$ cat config.mk
export PLATFORM = sky130hd
export DESIGN_NAME = keyword_lexer_byte_stream
export DESIGN_NICKNAME = d
export VERILOG_FILES = /design/src/rtl/core/kll_pkg.sv /design/src/rtl/core/kll_scan.sv /design/src/rtl/core/kll_tok_fifo.sv /design/src/rtl/core/keyword_lexer_byte_stream.sv
export SDC_FILE = /design/constraint.sdc
export NUM_CORES = 1
export LEC_CHECK = 0
export BUFFER_PORTS_ARGS = -buffer_cell sky130_fd_sc_hd__buf_2
export CAP_MARGIN = 15
export CORE_ASPECT_RATIO = 1.5
export CORE_MARGIN = 2
export CORE_UTILIZATION = 56
export CTS_CLUSTER_SIZE = 24
export DETAILED_ROUTE_END_ITERATION = 16
export GPL_TIMING_DRIVEN = 0
export PLACE_DENSITY = 0.76
export SETUP_SLACK_MARGIN = 0.02
export SLEW_MARGIN = 5
export SYNTH_ARGS = -nofsm -noshare
export SYNTH_HDL_FRONTEND = slang
export SYNTH_SLANG_ARGS = --single-unit
$ cat constraint.sdc
create_clock -name i_clk -period 4.71 [get_ports i_clk]
set_clock_uncertainty 0.05 [all_clocks]
set_input_delay 0 -clock i_clk [delete_from_list [all_inputs] [get_ports i_clk]]
set_output_delay 0 -clock i_clk [all_outputs]
set_load 0.005 [all_outputs]
$ cat src/rtl/core/kll_pkg.sv
// kll_pkg: shared types, constants and character helpers for the keyword lexer
// used by kll_scan, kll_tok_fifo and keyword_lexer_byte_stream; no dependencies
package kll_pkg;

    // scan modes
    localparam logic [2:0] MODE_IDLE  = 3'd0;
    localparam logic [2:0] MODE_IDENT = 3'd1;
    localparam logic [2:0] MODE_INT   = 3'd2;
    localparam logic [2:0] MODE_EQ    = 3'd3;
    localparam logic [2:0] MODE_BANG  = 3'd4;

    // token kinds
    localparam logic [4:0] KIND_IDENT   = 5'd0;
    localparam logic [4:0] KIND_INT     = 5'd1;
    localparam logic [4:0] KIND_KW0     = 5'd2;
    localparam logic [4:0] KIND_ASSIGN  = 5'd9;
    localparam logic [4:0] KIND_EQUAL   = 5'd10;
    localparam logic [4:0] KIND_NEQ     = 5'd11;
    localparam logic [4:0] KIND_STAR    = 5'd12;
    localparam logic [4:0] KIND_SLASH   = 5'd13;
    localparam logic [4:0] KIND_GT      = 5'd14;
    localparam logic [4:0] KIND_LT      = 5'd15;
    localparam logic [4:0] KIND_MINUS   = 5'd16;
    localparam logic [4:0] KIND_PLUS    = 5'd17;
    localparam logic [4:0] KIND_COMMA   = 5'd18;
    localparam logic [4:0] KIND_SEMI    = 5'd19;
    localparam logic [4:0] KIND_LPAREN  = 5'd20;
    localparam logic [4:0] KIND_RPAREN  = 5'd21;
    localparam logic [4:0] KIND_LBRACE  = 5'd22;
    localparam logic [4:0] KIND_RBRACE  = 5'd23;
    localparam logic [4:0] KIND_UNKNOWN = 5'd24;
    localparam logic [4:0] KIND_EOF     = 5'd25;

    localparam int          KW_NUM  = 7;
    localparam logic [15:0] LEN_MAX = 16'hFFFF;
    localparam logic [6:0]  KW_ALL  = 7'h7F;

    // keyword lengths: fn if let true else false return
    localparam logic [2:0] KW_LEN [KW_NUM] = '{3'd2, 3'd2, 3'd3, 3'd4, 3'd4, 3'd5, 3'd6};

    // keyword text stored reversed so that character p sits at bits [8p +: 8]
    localparam logic [47:0] KW_TEXT_REV [KW_NUM] = '{
        48'("nf"), 48'("fi"), 48'("tel"), 48'("eurt"),
        48'("esle"), 48'("eslaf"), 48'("nruter")
    };

    typedef struct packed {
        logic [4:0]  kind;
        logic [15:0] start;
        logic [15:0] length;
        logic        last;
    } t_token;

    function automatic logic is_alpha(input logic [7:0] c);
        return (c inside {["a":"z"], ["A":"Z"]});
    endfunction

    function automatic logic is_num(input logic [7:0] c);
        return (c inside {["0":"9"]});
    endfunction

    function automatic logic is_ws(input logic [7:0] c);
        return (c inside {8'h20, [8'h09:8'h0D]});
    endfunction

    // drop keywords whose character at position idx differs from c
    function automatic logic [6:0] kw_narrow(input logic [6:0] cand, input logic [15:0] idx,
                                             input logic [7:0] c);
        logic [6:0] res;
        logic [2:0] p;
        res = cand;
        p   = idx[2:0];
        for (int i = 0; i < KW_NUM; i++) begin
            if (idx >= 16'(KW_LEN[i]) || KW_TEXT_REV[i][8*p +: 8] != c) begin
                res[i] = 1'b0;
            end
        end
        return res;
    endfunction

    // identifier kind: first surviving keyword whose length matches
    function automatic logic [4:0] ident_kind(input logic [6:0] cand, input logic [15:0] len);
        logic [4:0] kind;
        logic       found;
        kind  = KIND_IDENT;
        found = 1'b0;
        for (int i = 0; i < KW_NUM; i++) begin
            if (!found && cand[i] && len == 16'(KW_LEN[i])) begin
                kind  = KIND_KW0 + 5'(i);
                found = 1'b1;
            end
        end
        return kind;
    endfunction

    // single-character punctuation
    function automatic logic [4:0] punct_kind(input logic [7:0] c);
        logic [4:0] kind;
        case (c)
            "*": kind = KIND_STAR;
            "/": kind = KIND_SLASH;
            ">": kind = KIND_GT;
            "<": kind = KIND_LT;
            "-": kind = KIND_MINUS;
            "+": kind = KIND_PLUS;
            ",": kind = KIND_COMMA;
            ";": kind = KIND_SEMI;
            "(": kind = KIND_LPAREN;
            ")": kind = KIND_RPAREN;
            "{": kind = KIND_LBRACE;
            "}": kind = KIND_RBRACE;
            default: kind = KIND_UNKNOWN;
        endcase
        return kind;
    endfunction

endpackage

$ cat src/rtl/core/kll_scan.sv
// kll_scan: lexer state registers and the per-byte step logic
// produces up to two tokens per byte; depends on kll_pkg
module kll_scan #(
    parameter int MAX_TEXT = 65536
) (
    input  logic            i_clk,
    input  logic            i_rst_n,
    input  logic            i_step,
    input  logic [7:0]      i_byte,
    output kll_pkg::t_token o_tok0,
    output kll_pkg::t_token o_tok1,
    output logic [1:0]      o_push_cnt
);
    import kll_pkg::*;

    localparam int POS_W = $clog2(MAX_TEXT);

    logic [2:0]       r_mode,   n_mode;
    logic [POS_W-1:0] r_pstart, n_pstart;
    logic [POS_W-1:0] r_pos,    n_pos;
    logic [6:0]       r_cand,   n_cand;
    logic [15:0]      r_plen,   n_plen;

    t_token      f_tok, e_tok;
    logic        f_vld, e_vld;
    logic [15:0] plen_inc;
    logic        cont_id, cont_int, pair;

    // continuation tests against the pending token
    assign cont_id  = (r_mode == MODE_IDENT) && (is_alpha(i_byte) || i_byte == "_");
    assign cont_int = (r_mode == MODE_INT) && is_num(i_byte);
    assign pair     = (r_mode == MODE_EQ || r_mode == MODE_BANG) && i_byte == "=";
    assign plen_inc = (r_plen == LEN_MAX) ? r_plen : r_plen + 16'd1;

    // one step of the lexer
    always_comb begin
        n_mode   = r_mode;
        n_pstart = r_pstart;
        n_plen   = r_plen;
        n_cand   = r_cand;
        n_pos    = (r_pos == POS_W'(MAX_TEXT - 1)) ? '0 : r_pos + POS_W'(1);
        f_vld    = 1'b0;
        f_tok    = '0;
        e_vld    = 1'b0;
        e_tok    = '0;
        if (cont_id) begin
            n_cand = kw_narrow(r_cand, r_plen, i_byte);
            n_plen = plen_inc;
        end else if (cont_int) begin
            n_plen = plen_inc;
        end else if (pair) begin
            f_vld        = 1'b1;
            f_tok.kind   = (r_mode == MODE_EQ) ? KIND_EQUAL : KIND_NEQ;
            f_tok.start  = 16'(r_pstart);
            f_tok.length = 16'd2;
            n_mode       = MODE_IDLE;
        end else begin
            // flush the pending token
            f_tok.start = 16'(r_pstart);
            case (r_mode)
                MODE_IDENT: begin
                    f_vld        = 1'b1;
                    f_tok.kind   = ident_kind(r_cand, r_plen);
                    f_tok.length = r_plen;
                end
                MODE_INT: begin
                    f_vld        = 1'b1;
                    f_tok.kind   = KIND_INT;
                    f_tok.length = r_plen;
                end
                MODE_EQ: begin
                    f_vld        = 1'b1;
                    f_tok.kind   = KIND_ASSIGN;
                    f_tok.length = 16'd1;
                end
                MODE_BANG: begin
                    f_vld        = 1'b1;
                    f_tok.kind   = KIND_UNKNOWN;
                    f_tok.length = 16'd1;
                end
                default: begin
                    f_vld = 1'b0;
                end
            endcase
            n_mode = MODE_IDLE;
            // then handle the byte as from idle
            if (i_byte == 8'h00) begin
                e_vld        = 1'b1;
                e_tok.kind   = KIND_EOF;
                e_tok.start  = 16'(r_pos);
                e_tok.length = 16'd0;
                n_pstart     = '0;
                n_plen       = 16'd0;
                n_cand       = KW_ALL;
                n_pos        = '0;
            end else if (is_ws(i_byte)) begin
                n_mode = MODE_IDLE;
            end else if (is_alpha(i_byte)) begin
                n_mode   = MODE_IDENT;
                n_pstart = r_pos;
                n_plen   = 16'd1;
                n_cand   = kw_narrow(KW_ALL, 16'd0, i_byte);
            end else if (is_num(i_byte)) begin
                n_mode   = MODE_INT;
                n_pstart = r_pos;
                n_plen   = 16'd1;
            end else if (i_byte == "=") begin
                n_mode   = MODE_EQ;
                n_pstart = r_pos;
                n_plen   = 16'd1;
            end else if (i_byte == "!") begin
                n_mode   = MODE_BANG;
                n_pstart = r_pos;
                n_plen   = 16'd1;
            end else begin
                e_vld        = 1'b1;
                e_tok.kind   = punct_kind(i_byte);
                e_tok.start  = 16'(r_pos);
                e_tok.length = 16'd1;
            end
        end
    end

    // order the results and mark the final one
    always_comb begin
        o_tok0     = f_tok;
        o_tok1     = e_tok;
        o_push_cnt = 2'd0;
        if (f_vld && e_vld) begin
            o_tok0.last = 1'b0;
            o_tok1.last = 1'b1;
            o_push_cnt  = 2'd2;
        end else if (f_vld) begin
            o_tok0.last = 1'b1;
            o_push_cnt  = 2'd1;
        end else if (e_vld) begin
            o_tok0      = e_tok;
            o_tok0.last = 1'b1;
            o_push_cnt  = 2'd1;
        end
        if (!i_step) begin
            o_push_cnt = 2'd0;
        end
    end

    // lexer state
    always_ff @(posedge i_clk) begin
        if (!i_rst_n) begin
            r_mode   <= MODE_IDLE;
            r_pstart <= '0;
            r_pos    <= '0;
            r_cand   <= KW_ALL;
            r_plen   <= 16'd0;
        end else if (i_step) begin
            r_mode   <= n_mode;
            r_pstart <= n_pstart;
            r_pos    <= n_pos;
            r_cand   <= n_cand;
            r_plen   <= n_plen;
        end
    end

endmodule

$ cat src/rtl/core/kll_tok_fifo.sv
// kll_tok_fifo: four-entry token queue, up to two writes and one read per cycle
// decouples the lexer step from the output channel; depends on kll_pkg
module kll_tok_fifo (
    input  logic            i_clk,
    input  logic            i_rst_n,
    input  logic [1:0]      i_push_cnt,
    input  kll_pkg::t_token i_tok0,
    input  kll_pkg::t_token i_tok1,
    output logic            o_room2,
    output logic            o_valid,
    input  logic            i_stall,
    output kll_pkg::t_token o_tok
);
    import kll_pkg::*;

    t_token     r_mem [4];
    logic [1:0] r_wptr, r_rptr;
    logic [2:0] r_cnt;
    logic       pop;

    assign o_valid = (r_cnt != 3'd0);
    assign pop     = o_valid && !i_stall;
    assign o_tok   = r_mem[r_rptr];
    // room for a two-token step after this cycle's transfer
    assign o_room2 = (r_cnt - {2'b00, pop}) <= 3'd2;

    // entry storage
    always_ff @(posedge i_clk) begin
        if (i_push_cnt != 2'd0) begin
            r_mem[r_wptr] <= i_tok0;
        end
        if (i_push_cnt == 2'd2) begin
            r_mem[r_wptr + 2'd1] <= i_tok1;
        end
    end

    // pointers and fill count
    always_ff @(posedge i_clk) begin
        if (!i_rst_n) begin
            r_wptr <= 2'd0;
            r_rptr <= 2'd0;
            r_cnt  <= 3'd0;
        end else begin
            r_wptr <= r_wptr + i_push_cnt;
            r_rptr <= r_rptr + {1'b0, pop};
            r_cnt  <= r_cnt + {1'b0, i_push_cnt} - {2'b00, pop};
        end
    end

endmodule

$ cat src/rtl/core/keyword_lexer_byte_stream.sv
// keyword_lexer_byte_stream: streaming lexer top level
// holds the input byte register; uses kll_pkg, kll_scan and kll_tok_fifo
//
// One source byte per transfer on the input channel, tokens out as kind, start
// offset and length, one token per transfer on the output channel with
// o_last_of_run marking the final token a byte produced. A byte waits in the input
// register and is lexed from there, its tokens written into a four-entry token
// queue, so a byte is accepted every cycle while the queue keeps room for
// two tokens; a byte that ends a pending token and emits another puts two tokens
// out, one per output transfer. Whitespace bytes produce nothing. A zero
// byte flushes the pending token, emits eof and restarts offsets at zero.
// Offsets wrap modulo MAX_TEXT and are given as their low 16 bits.
module keyword_lexer_byte_stream #(
    parameter int MAX_TEXT = 65536
) (
    input  logic        i_clk,
    input  logic        i_rst_n,
    input  logic        i_in_valid,
    output logic        o_in_stall,
    input  logic [7:0]  i_text_byte,
    output logic        o_out_valid,
    input  logic        i_out_stall,
    output logic [4:0]  o_token_kind,
    output logic [15:0] o_token_start,
    output logic [15:0] o_token_length,
    output logic        o_last_of_run
);
    import kll_pkg::*;

    logic       r_in_vld;
    logic [7:0] r_in_byte;
    logic       room2, step, take;
    logic [1:0] push_cnt;
    t_token     tok0, tok1, out_tok;

    // input register advances when its byte is lexed
    assign step       = r_in_vld && room2;
    assign take       = !r_in_vld || step;
    assign o_in_stall = !take;

    always_ff @(posedge i_clk) begin
        if (!i_rst_n) begin
            r_in_vld <= 1'b0;
        end else if (take) begin
            r_in_vld <= i_in_valid;
        end
    end

    always_ff @(posedge i_clk) begin
        if (take && i_in_valid) begin
            r_in_byte <= i_text_byte;
        end
    end

    // lexer step
    kll_scan #(
        .MAX_TEXT(MAX_TEXT)
    ) u_scan (
        .i_clk      (i_clk),
        .i_rst_n    (i_rst_n),
        .i_step     (step),
        .i_byte     (r_in_byte),
        .o_tok0     (tok0),
        .o_tok1     (tok1),
        .o_push_cnt (push_cnt)
    );

    // token queue feeding the output channel
    kll_tok_fifo u_fifo (
        .i_clk      (i_clk),
        .i_rst_n    (i_rst_n),
        .i_push_cnt (push_cnt),
        .i_tok0     (tok0),
        .i_tok1     (tok1),
        .o_room2    (room2),
        .o_valid    (o_out_valid),
        .i_stall    (i_out_stall),
        .o_tok      (out_tok)
    );

    assign o_token_kind   = out_tok.kind;
    assign o_token_start  = out_tok.start;
    assign o_token_length = out_tok.length;
    assign o_last_of_run  = out_tok.last;

endmodule

* After elaboration in Yosys (flattened, before gate mapping)
Memory sizes are Yosys's and may differ from the RTL's. A register that Yosys moved wholly into a read port is not among the register bits. Index checks and enable logic that the tools add are counted.
Operators by class: add/subtract/negate cells 8, multiply operators 0, div/mod/pow operators 0, order comparisons 14, equal/unequal tests 54, shift-type cells 7, muxes and demuxes 128, bitwise logic cells 3, reductions and logical operators 64
Operators with widths (number):
- $mux W37 | 14
- $mux W16 | 21
- $shiftx A48 B7 Y8 const A | 7
- $eq A8 B6 Y1 const B | 13
- $mux W1 | 66
- $pmux W5 S12 | 1
- $ne A8 B8 Y1 | 7
- $eq A16 B3 Y1 const B | 3
- $ge A16 B3 Y1 const B | 3
- $ne A7 B8 Y1 const A | 6
- $reduce_and A6 Y1 | 8
- $mux W7 | 6
- $mux W38 | 1
- $mux W3 | 11
- $add A16 B1 Y16 const B | 2
- $eq A16 B16 Y1 const B | 2
- $eq A16 B2 Y1 const B | 2
- $ge A16 B2 Y1 const B | 2
- $pmux W16 S2 | 1
- $eq A8 B7 Y1 const B | 3
- $logic_and A1 B1 Y1 | 24
- $pmux W5 S4 | 1
- $ge A8 B7 Y1 const B | 2
- $le A8 B7 Y1 const B | 2
- 32 further kinds | 70
Storage, ports and cells: register bits after elaboration 74, latch bits 0, memory bits (writable) 152, ROM bits 0, input port bits 12, output and inout bits 40, logic and storage cells 295, memories kept 1
Memories:
- u_fifo.r_mem | depth 4, bits a word 38, rd ports 1, clocked after memory_dff 1, write ports 2, line kll_tok_fifo.sv:16 | t_token r_mem [4];

* Depth between registers and ports, before layout
Gate-level depths: netlist of run 1.
depth in word-level cells 58, depth in mapped cells 18, gate-level depth less buffers 15

* Cells and area by module
A second synthesis of run 1 with hierarchy kept.
Unflattened totals: cells, all modules 1119, area, all modules 13146.4 um2
Modules (own cells, without submodules):
- kll_tok_fifo | instances 1, cells an instance 413, area each 7898.8 um2, sequential area each 4704.5 um2
- kll_scan | instances 1, cells an instance 693, area each 4953.5 um2, sequential area each 1161.1 um2
- keyword_lexer_byte_stream | instances 1, cells an instance 13, area each 294.0 um2, sequential area each 260.2 um2

* Least setup slack after synthesis of run 1
No wires, ideal clock.
kind reg2reg, from register r_in_byte[3], to memory u_fifo.r_mem[1][0] (netlist name), enable pin, setup time 380 ps, data arrival time 3961 ps, data required time 4280 ps, path slack 320 ps, stages on the path, launching flop included 14, buffers on the path 3, period minus slack after synthesis 4390 ps, cell sequence edfxtp_1 or4_4 nand2b_4 a22oi_2 nand2_1 nor2_1 clkbuf_1 ha_1 nand2_1 or2_2 or3_1 clkbuf_1 buf_1 nand2_1
RTL lines:
- start, declared | line keyword_lexer_byte_stream.sv:31 | logic [7:0] r_in_byte;
- start signal, assigned | line keyword_lexer_byte_stream.sv:51 | r_in_byte <= i_text_byte;
- end, declared | line kll_tok_fifo.sv:16

==> metrics.yaml, run 1 <==
dieWidth_um: 123
min_period_over_period_pct: 95.3
syn_area_um2: 11900
internal-power_mw: 3.67
clock_sinks: 226
cp-end-kind: "flop"
n_antenna_cell: 0
grtUsageTotal_pct: 31.4
drc: 0
synth_fp_nets: 1187
crit_path_start_kind: "flop"
pwr-share-seq_pct: 41.3
syn_inst: 1157
initial_core_util_pct: 56.7
finalNetCount: 1279
synth_edf_count: 100
viasPerCell: 6.83
critPathKind: "reg2reg"
crit_path_max_incr_delay_ns: 0.46
std_cell_rows: 65
crit_required_ns: 4.88
vdd_drop_max_v: 0.000304
cts_tree: "yes"
grt_max_degree: 20
clock.fmax_mhz: 223
place.gp.congestion: 0.967
dieHeight_um: 182
final_layout_size_suffix_gt1_share_pct: 18.6
pre_cts_ws_ns: -1.01
ys.warnings.count: 0
first_iter_violations: 1161
synth_top_area_share_pct: 25.3
synth_ff_type: "dfxtp_1"
swShare_pct: 31.5
hpwlAfterDp_um: 24900
p_switching_mw: 1.69
max_slew_margin_pct: 20.7
final_cell_mix: "126 x dfxtp_1, 100 x edfxtp_1, 99 x o21ai_0"
cts.clk_slew.worst_paths_ns: 0.06
cts.path.max_buffers: 3
synthTopCellsByArea: "edfxtp_1 25%, dfxtp_1 21%, mux4_2 7.2%, a32o_1 5.4%, o21ai_0 4.2%"
core_um2: 20900
period_needed_ns: 4.49
postLayoutSetupSlackWorst_ns: 0.219
power_frac_comb_pct: 26.6
rsz0062_at_grt: "false"
crit_fanout: 17
cts-root-buf: "clkbuf_16"
numCtsBuffers: 22
synth-seq-cells: 226
async_flop_share_pct: 0
setup_violations: 0
syn_area_per_cell_um2: 10.2
power_density_nw_per_um2: 398
synth_cell_types: 88
hold_viol: 0
grt-ovfl-total: 0
grt_antenna_before_repair: 0
path_cells: "buf_4, inv_2, o311a_1, a22oi_2, nand2_1, nor2_4, clkbuf_4, ha_2, nand2_1, or2_2, or3_4, clkbuf_4, nand2_4, buf_16"
io_buffers: 51
synth_area_leader_cell: "edfxtp_1"
areaGrowthSynthToFinish_pct: 13.7
worstSkewPairLatency_ns: 0.52
final_common_cell: "dfxtp_1"
drtAntennaViolNets: 0
grt_pass1_wl_um: 54500
clockPowerShare_pct: 32.0
crit_arrival_ns: 4.66
hold_class: "in2reg"
wl_um: 35100
die_area_um2: 22400
slew_violations: 0
io_pins: 52
wl_per_cell_um: 22.9
holdWs_ns: 0.142
cp_slowest_cell: "edfxtp_1"
status: "finished, final reports clean"
worst_slew_pin_slew_ns: 1.18
leakagePower_nw: 4.50
yosysSeqAreaShare_pct: 46.6
cts_max_level: 1
num_vias: 10500
grt_pass1_vias: 10200
maxCapViolations: 0
drtPass1Iterations: 7
-- cells by family after synthesis --
group / Yosys count / share of synthesized area (%)
flip-flops: 226 / 46.6
XOR/XNOR: 28 / 2.07
AND/OR/NAND/NOR: 381 / 16.9
adder cells (fa/ha/maj): 18 / 1.96
AO/OA/AOI/OAI: 334 / 19.8
buffers and inverters: 129 / 5.13
multiplexers: 41 / 7.47
-- power groups by stage --
stage               Combinational (mW)  Sequential, mW  Clock [mW]
detailed placement                1.38            2.26           0
global route                      1.54            2.23        1.79
global placement                  1.34            2.25           0
floorplan                        0.932            2.24           0
finish                            1.43            2.22        1.72
CTS                               1.41            2.22        1.72
-- sequential cells by signal (all words and copies together), names as in the netlist --
register / cells
u_fifo.r_wptr: 2
r_in_vld: 1
u_scan.r_cand: 7
u_scan.r_pos: 16
r_in_byte: 8
u_scan.r_pstart: 16
u_scan.r_plen: 16
u_fifo.r_mem: 152
u_fifo.r_cnt: 3
u_fifo.r_rptr: 2
u_scan.r_mode: 3
-- layout make-up --
| type | instances | area [µm²] |
|---|---|---|
| plain buffers | 105 | 538 |
| repair buffers | 70 | 505 |
| clock buffers | 36 | 657 |
| flip-flops and latches | 226 | 5530 |
| inverters | 22 | 82.6 |
| fillers | 1661 | 7420 |
| well taps | 268 | 335 |
| clock inverters | 4 | 40.0 |
| multi-input cells | 802 | 5800 |
-- worst max-delay path, delay by kind of cell (launching register included) --
kind / cells / cell delay (ns)
and+or+nand+nor: 6 / 1.56
buffers and inverters: 5 / 1.05
AOI/OAI and AO/OA: 2 / 0.75
DFF: 1 / 0.46
adders and majority gates: 1 / 0.30
-- routing by layer --
| layer | track usage, % | vias to the layer above | share of wire (%) |
|---|---|---|---|
| li1 | - | 4638 | - |
| met1 | 34.4 | 4998 | 34 |
| met2 | 56.4 | 645 | 52 |
| met3 | 4.31 | 188 | 7.0 |
| met4 | 19.0 | 0 | 6.7 |
| met5 | 0 | - | 0 |
-- cells in the mapped netlist (all sizes together), types with 12 or more instances --
cell type / count
dfxtp: 126
o21ai: 113
edfxtp: 100
nand2: 91
nand3: 88
nor2: 70
a32o: 64
buf: 56
clkbuf: 51
a21oi: 43
mux4: 38
nor3: 26
o22ai: 26
inv: 20
ha: 17
xnor2: 16
a22o: 15
a31oi: 15
xor2: 12
-- stage by stage --
step / std cells / TNS (ns) / cell area (µm²) / utilization (%) / power [mW]
after detailed placement: 1480 / -86.65 / 12600 / 60.1 / 3.64
after global routing: 1533 / 0 / 13500 / 64.5 / 5.56
after CTS: 1530 / 0 / 13400 / 64.1 / 5.34
final: 1533 / 0 / 13500 / 64.5 / 5.36
after floorplan: 1157 / 0 / 11900 / - / 3.17
after global placement: 1476 / -112.16 / 12400 / 59.5 / 3.59
-- path summary, 6_finish.rpt --
check	endpoint	from	cells after the start	slack, ns
hold reg to reg	u_fifo.r_mem[3][13]$_SDFFE_PP0P_	u_fifo.r_mem[3][13]$_SDFFE_PP0P_	2	0.42
setup reg to reg	u_fifo.r_mem[1][29]$_DFFE_PP_	r_in_byte[4]$_DFFE_PP_	14	0.22
hold / removal	r_in_byte[0]$_DFFE_PP_	i_text_byte[0]	2	0.14
setup / recovery	u_fifo.r_mem[1][29]$_DFFE_PP_	r_in_byte[4]$_DFFE_PP_	14	0.22
-- repair_timing --
action,in CTS,in global routing
pin swaps,0,1
endpoints found under the hold margin,21,0
gates cloned,0,0
setup endpoints to repair,202,121
resized for setup,17,19
hold buffers,11,0
setup buffers,0,4
(Power assumes the default switching activity.)
==> inputs of run 2 (changes only) <==
--- a/config.mk
+++ b/config.mk
@@ -5,6 +5,7 @@
 export SDC_FILE = /design/constraint.sdc
 export NUM_CORES = 1
 export LEC_CHECK = 0
+export ABC_AREA = 1
 export BUFFER_PORTS_ARGS = -buffer_cell sky130_fd_sc_hd__buf_2
 export CAP_MARGIN = 15
 export CORE_ASPECT_RATIO = 1.5
@@ -13,6 +14,7 @@
 export CTS_CLUSTER_SIZE = 24
 export DETAILED_ROUTE_END_ITERATION = 16
 export GPL_TIMING_DRIVEN = 0
+export HOLD_SLACK_MARGIN = 0.15
 export PLACE_DENSITY = 0.76
 export SETUP_SLACK_MARGIN = 0.02
 export SLEW_MARGIN = 5
==> run 2 against run 1 <==
Global-route usage decreased by 0.62 points; largest cell class unchanged; fmax increased by 5.9%; highest routed layer unchanged; worst setup slack improved by 0.25 ns; utilization decreased by 0.60 points; sequential power increased by 4%; register-to-register slack improved by 0.25 ns; critical path depth unchanged; combinational power increased by 40%; sequential share of layout area decreased by 2.2 points; hold slack improved by 0.029 ns; largest power group unchanged.
==> metrics.yaml, run 2 <==
vdd_drop_max_v: 0.000302
syn_area_per_cell_um2: 7.30
grt_antenna_before_repair: 0
min_to: "r_in_byte[0]$_DFFE_PP_"
syn_inst: 1735
synth_area_leader_cell: "edfxtp_1"
io_pins: 52
async_flop_share_pct: 0
syn_area_um2: 12700
cts_tree: "yes"
synth_fp_nets: 1765
viasPerCell: 5.70
numCtsBuffers: 23
initial_core_util_pct: 56.8
period_needed_ns: 4.24
critPathKind: "reg2reg"
final_cell_mix: "533 x nand2_1, 173 x nor2_1, 134 x o21ai_0"
finalNetCount: 1860
r2r_end: "u_fifo.r_mem[3][19]$_DFFE_PP_"
ys_top_cells_by_count: "535 x nand2_1, 173 x nor2_1, 134 x o21ai_0"
crit_path_start_kind: "flop"
post-synth-top-count-cell: "nand2_1"
min_period_over_period_pct: 90.1
cts.clk_slew.worst_paths_ns: 0.07
core_um2: 22300
die_area_um2: 23900
final_util_pct: 63.9
place.gp.congestion: 0.972
grtUsageTotal_pct: 30.8
pre_cts_ws_ns: 0.183
slew_violations: 0
num_vias: 12100
grt_pass1_wl_um: 59300
maxCapViolations: 0
worstRegToRegCells: 14
setup_violations: 0
ys.warnings.count: 0
leakagePower_nw: 6.15
largest_reg_flops: 152
top_register: "u_fifo.r_mem"
reg2reg_from: "r_in_byte[7]$_DFFE_PP_"
wl_per_cell_um: 17.5
synthTopCellsByArea: "edfxtp_1 24%, dfxtp_1 20%, nand2_1 16%, o21ai_0 5.3%, nor2_1 5.1%"
max_slew_margin_pct: 40.7
worstSkewPairLatency_ns: 0.52
synth_cell_types: 53
drtAntennaViolNets: 0
postLayoutSetupSlackWorst_ns: 0.468
power_density_nw_per_um2: 433
reg2reg_setup_slack_ns: 0.47
hold_class: "in2reg"
worst_slew_pin_slew_ns: 0.890
worstHoldStart: "i_text_byte[0]"
dieHeight_um: 188
io_buffers: 50
final_common_cell: "nand2_1"
final_layout_size_suffix_gt1_share_pct: 11.5
grt_pass1_vias: 11700
synth_top_area_share_pct: 23.7
min_path_cells: 2
first_iter_violations: 1399
clock.fmax_mhz: 236
std_cell_rows: 67
status: "finished, final reports clean"
crit_arrival_ns: 4.32
post_cts_buffers: 0
grt-ovfl-total: 0
cts.path.max_buffers: 3
rsz0062_at_grt: "false"
dieWidth_um: 127
clock_sinks: 226
areaGrowthSynthToFinish_pct: 12.5
drtPass1Iterations: 7
crit_fanout: 32
synth_edf_count: 100
yosysSeqAreaShare_pct: 43.6
hpwlAfterDp_um: 26400
grt_max_degree: 33
crit_required_ns: 4.79
synth-seq-cells: 226
cp-end-kind: "flop"
cts-root-buf: "clkbuf_16"
n_antenna_cell: 0
drc: 0
setup-tns-final_ns: 0
cts_max_level: 1
hold_viol: 0
wl_um: 37100
synth_ff_type: "dfxtp_1"
-- run 2: cell types whose count changed in the layout (fill, tap and decap cells not counted), sizes merged, moves of 17 or more --
cell / change
nand3: +28
mux4: -38
inv: +120
nor2: +135
a32o: -64
buf: -24
o21ai: +45
nand2: +468
o22ai: +17
-- run 2: worst max path at each step --
stage	endpoint	slack [ns]	depth (start not counted)	startpoint
5_1_grt	u_fifo.r_mem[0][17]$_DFFE_PP_	0.18	16	r_in_byte[1]$_DFFE_PP_
3_5_place_dp	u_fifo.r_mem[0][26]$_DFFE_PP_	0.18	15	r_in_byte[1]$_DFFE_PP_
6_report	u_fifo.r_mem[3][19]$_DFFE_PP_	0.47	14	r_in_byte[7]$_DFFE_PP_
2_1_floorplan	u_fifo.r_mem[0][0]$_DFFE_PP_	1.26	15	r_in_byte[1]$_DFFE_PP_
3_3_place_gp	u_fifo.r_mem[2][29]$_DFFE_PP_	0.26	16	r_in_byte[7]$_DFFE_PP_
4_1_cts	u_fifo.r_mem[0][17]$_DFFE_PP_	0.16	15	r_in_byte[1]$_DFFE_PP_
-- run 2: logic make-up (layout without fill, tap and decap cells) --
group	Yosys count	count (layout)	synth area share, %
buf+inv	226	337	7.45
compound gates	281	281	12.4
fa+ha+maj	18	18	1.84
simple gates	951	951	32.4
xor+xnor	33	33	2.28
flops	226	226	43.6
-- run 2: what timing repair did --
action                                  CTS  global route
hold buffers                             18             0
gates resized for setup                   0             2
endpoints found under the setup margin    0            36
endpoints found under the hold margin    30             0
-- run 2: report_power, final --
group	switching, mW	internal (mW)
combinational	1.38	0.615
sequential	0.0861	2.22
clock	0.792	1.07
-- run 2: metal layers --
| metal | global-route usage (%) | part of all wire, % | vias to the layer above |
|---|---|---|---|
| met4 | 14.7 | 4.6 | 0 |
| li1 | - | - | 5906 |
| met3 | 3.21 | 7.7 | 118 |
| met5 | 0 | 0 | - |
| met1 | 38.0 | 38 | 5533 |
| met2 | 54.0 | 49 | 549 |
-- run 2: through the flow --
stage | hold WS [ns] | instances | power, mW | instance area (µm²)
finish | 0.171 | 2122 | 6.17 | 14200
detailed placement | 0.129 | 2061 | 4.28 | 13300
floorplan | 0.0489 | 1735 | 3.61 | 12700
global placement | 0.127 | 2061 | 4.25 | 13300
CTS | 0.160 | 2120 | 6.12 | 14200
global route | 0.189 | 2122 | 6.45 | 14200
-- run 2: layout make-up --
type,count,area (µm²)
multi-input cells,1283,6200
clock buffers,32,681
clock inverters,9,80.1
fillers,1981,8050
plain buffers,87,419
repair buffers,70,473
inverters,139,524
flip-flops and latches,226,5530
well taps,276,345
-- run 2: worst max-delay path, stage by stage (launching register included) --
cell and delay (ns):
edfxtp_1 0.50, nor2_2 0.26, inv_1 0.10, nor2_2 0.19
nand2_1 0.14, nor2_1 0.18, inv_2 0.13, nand2_4 0.21
nor2_2 0.08, ha_1 0.31, inv_1 0.09, nor2_1 0.20
nor2_1 0.14, o21ai_1 0.45, buf_2 0.80
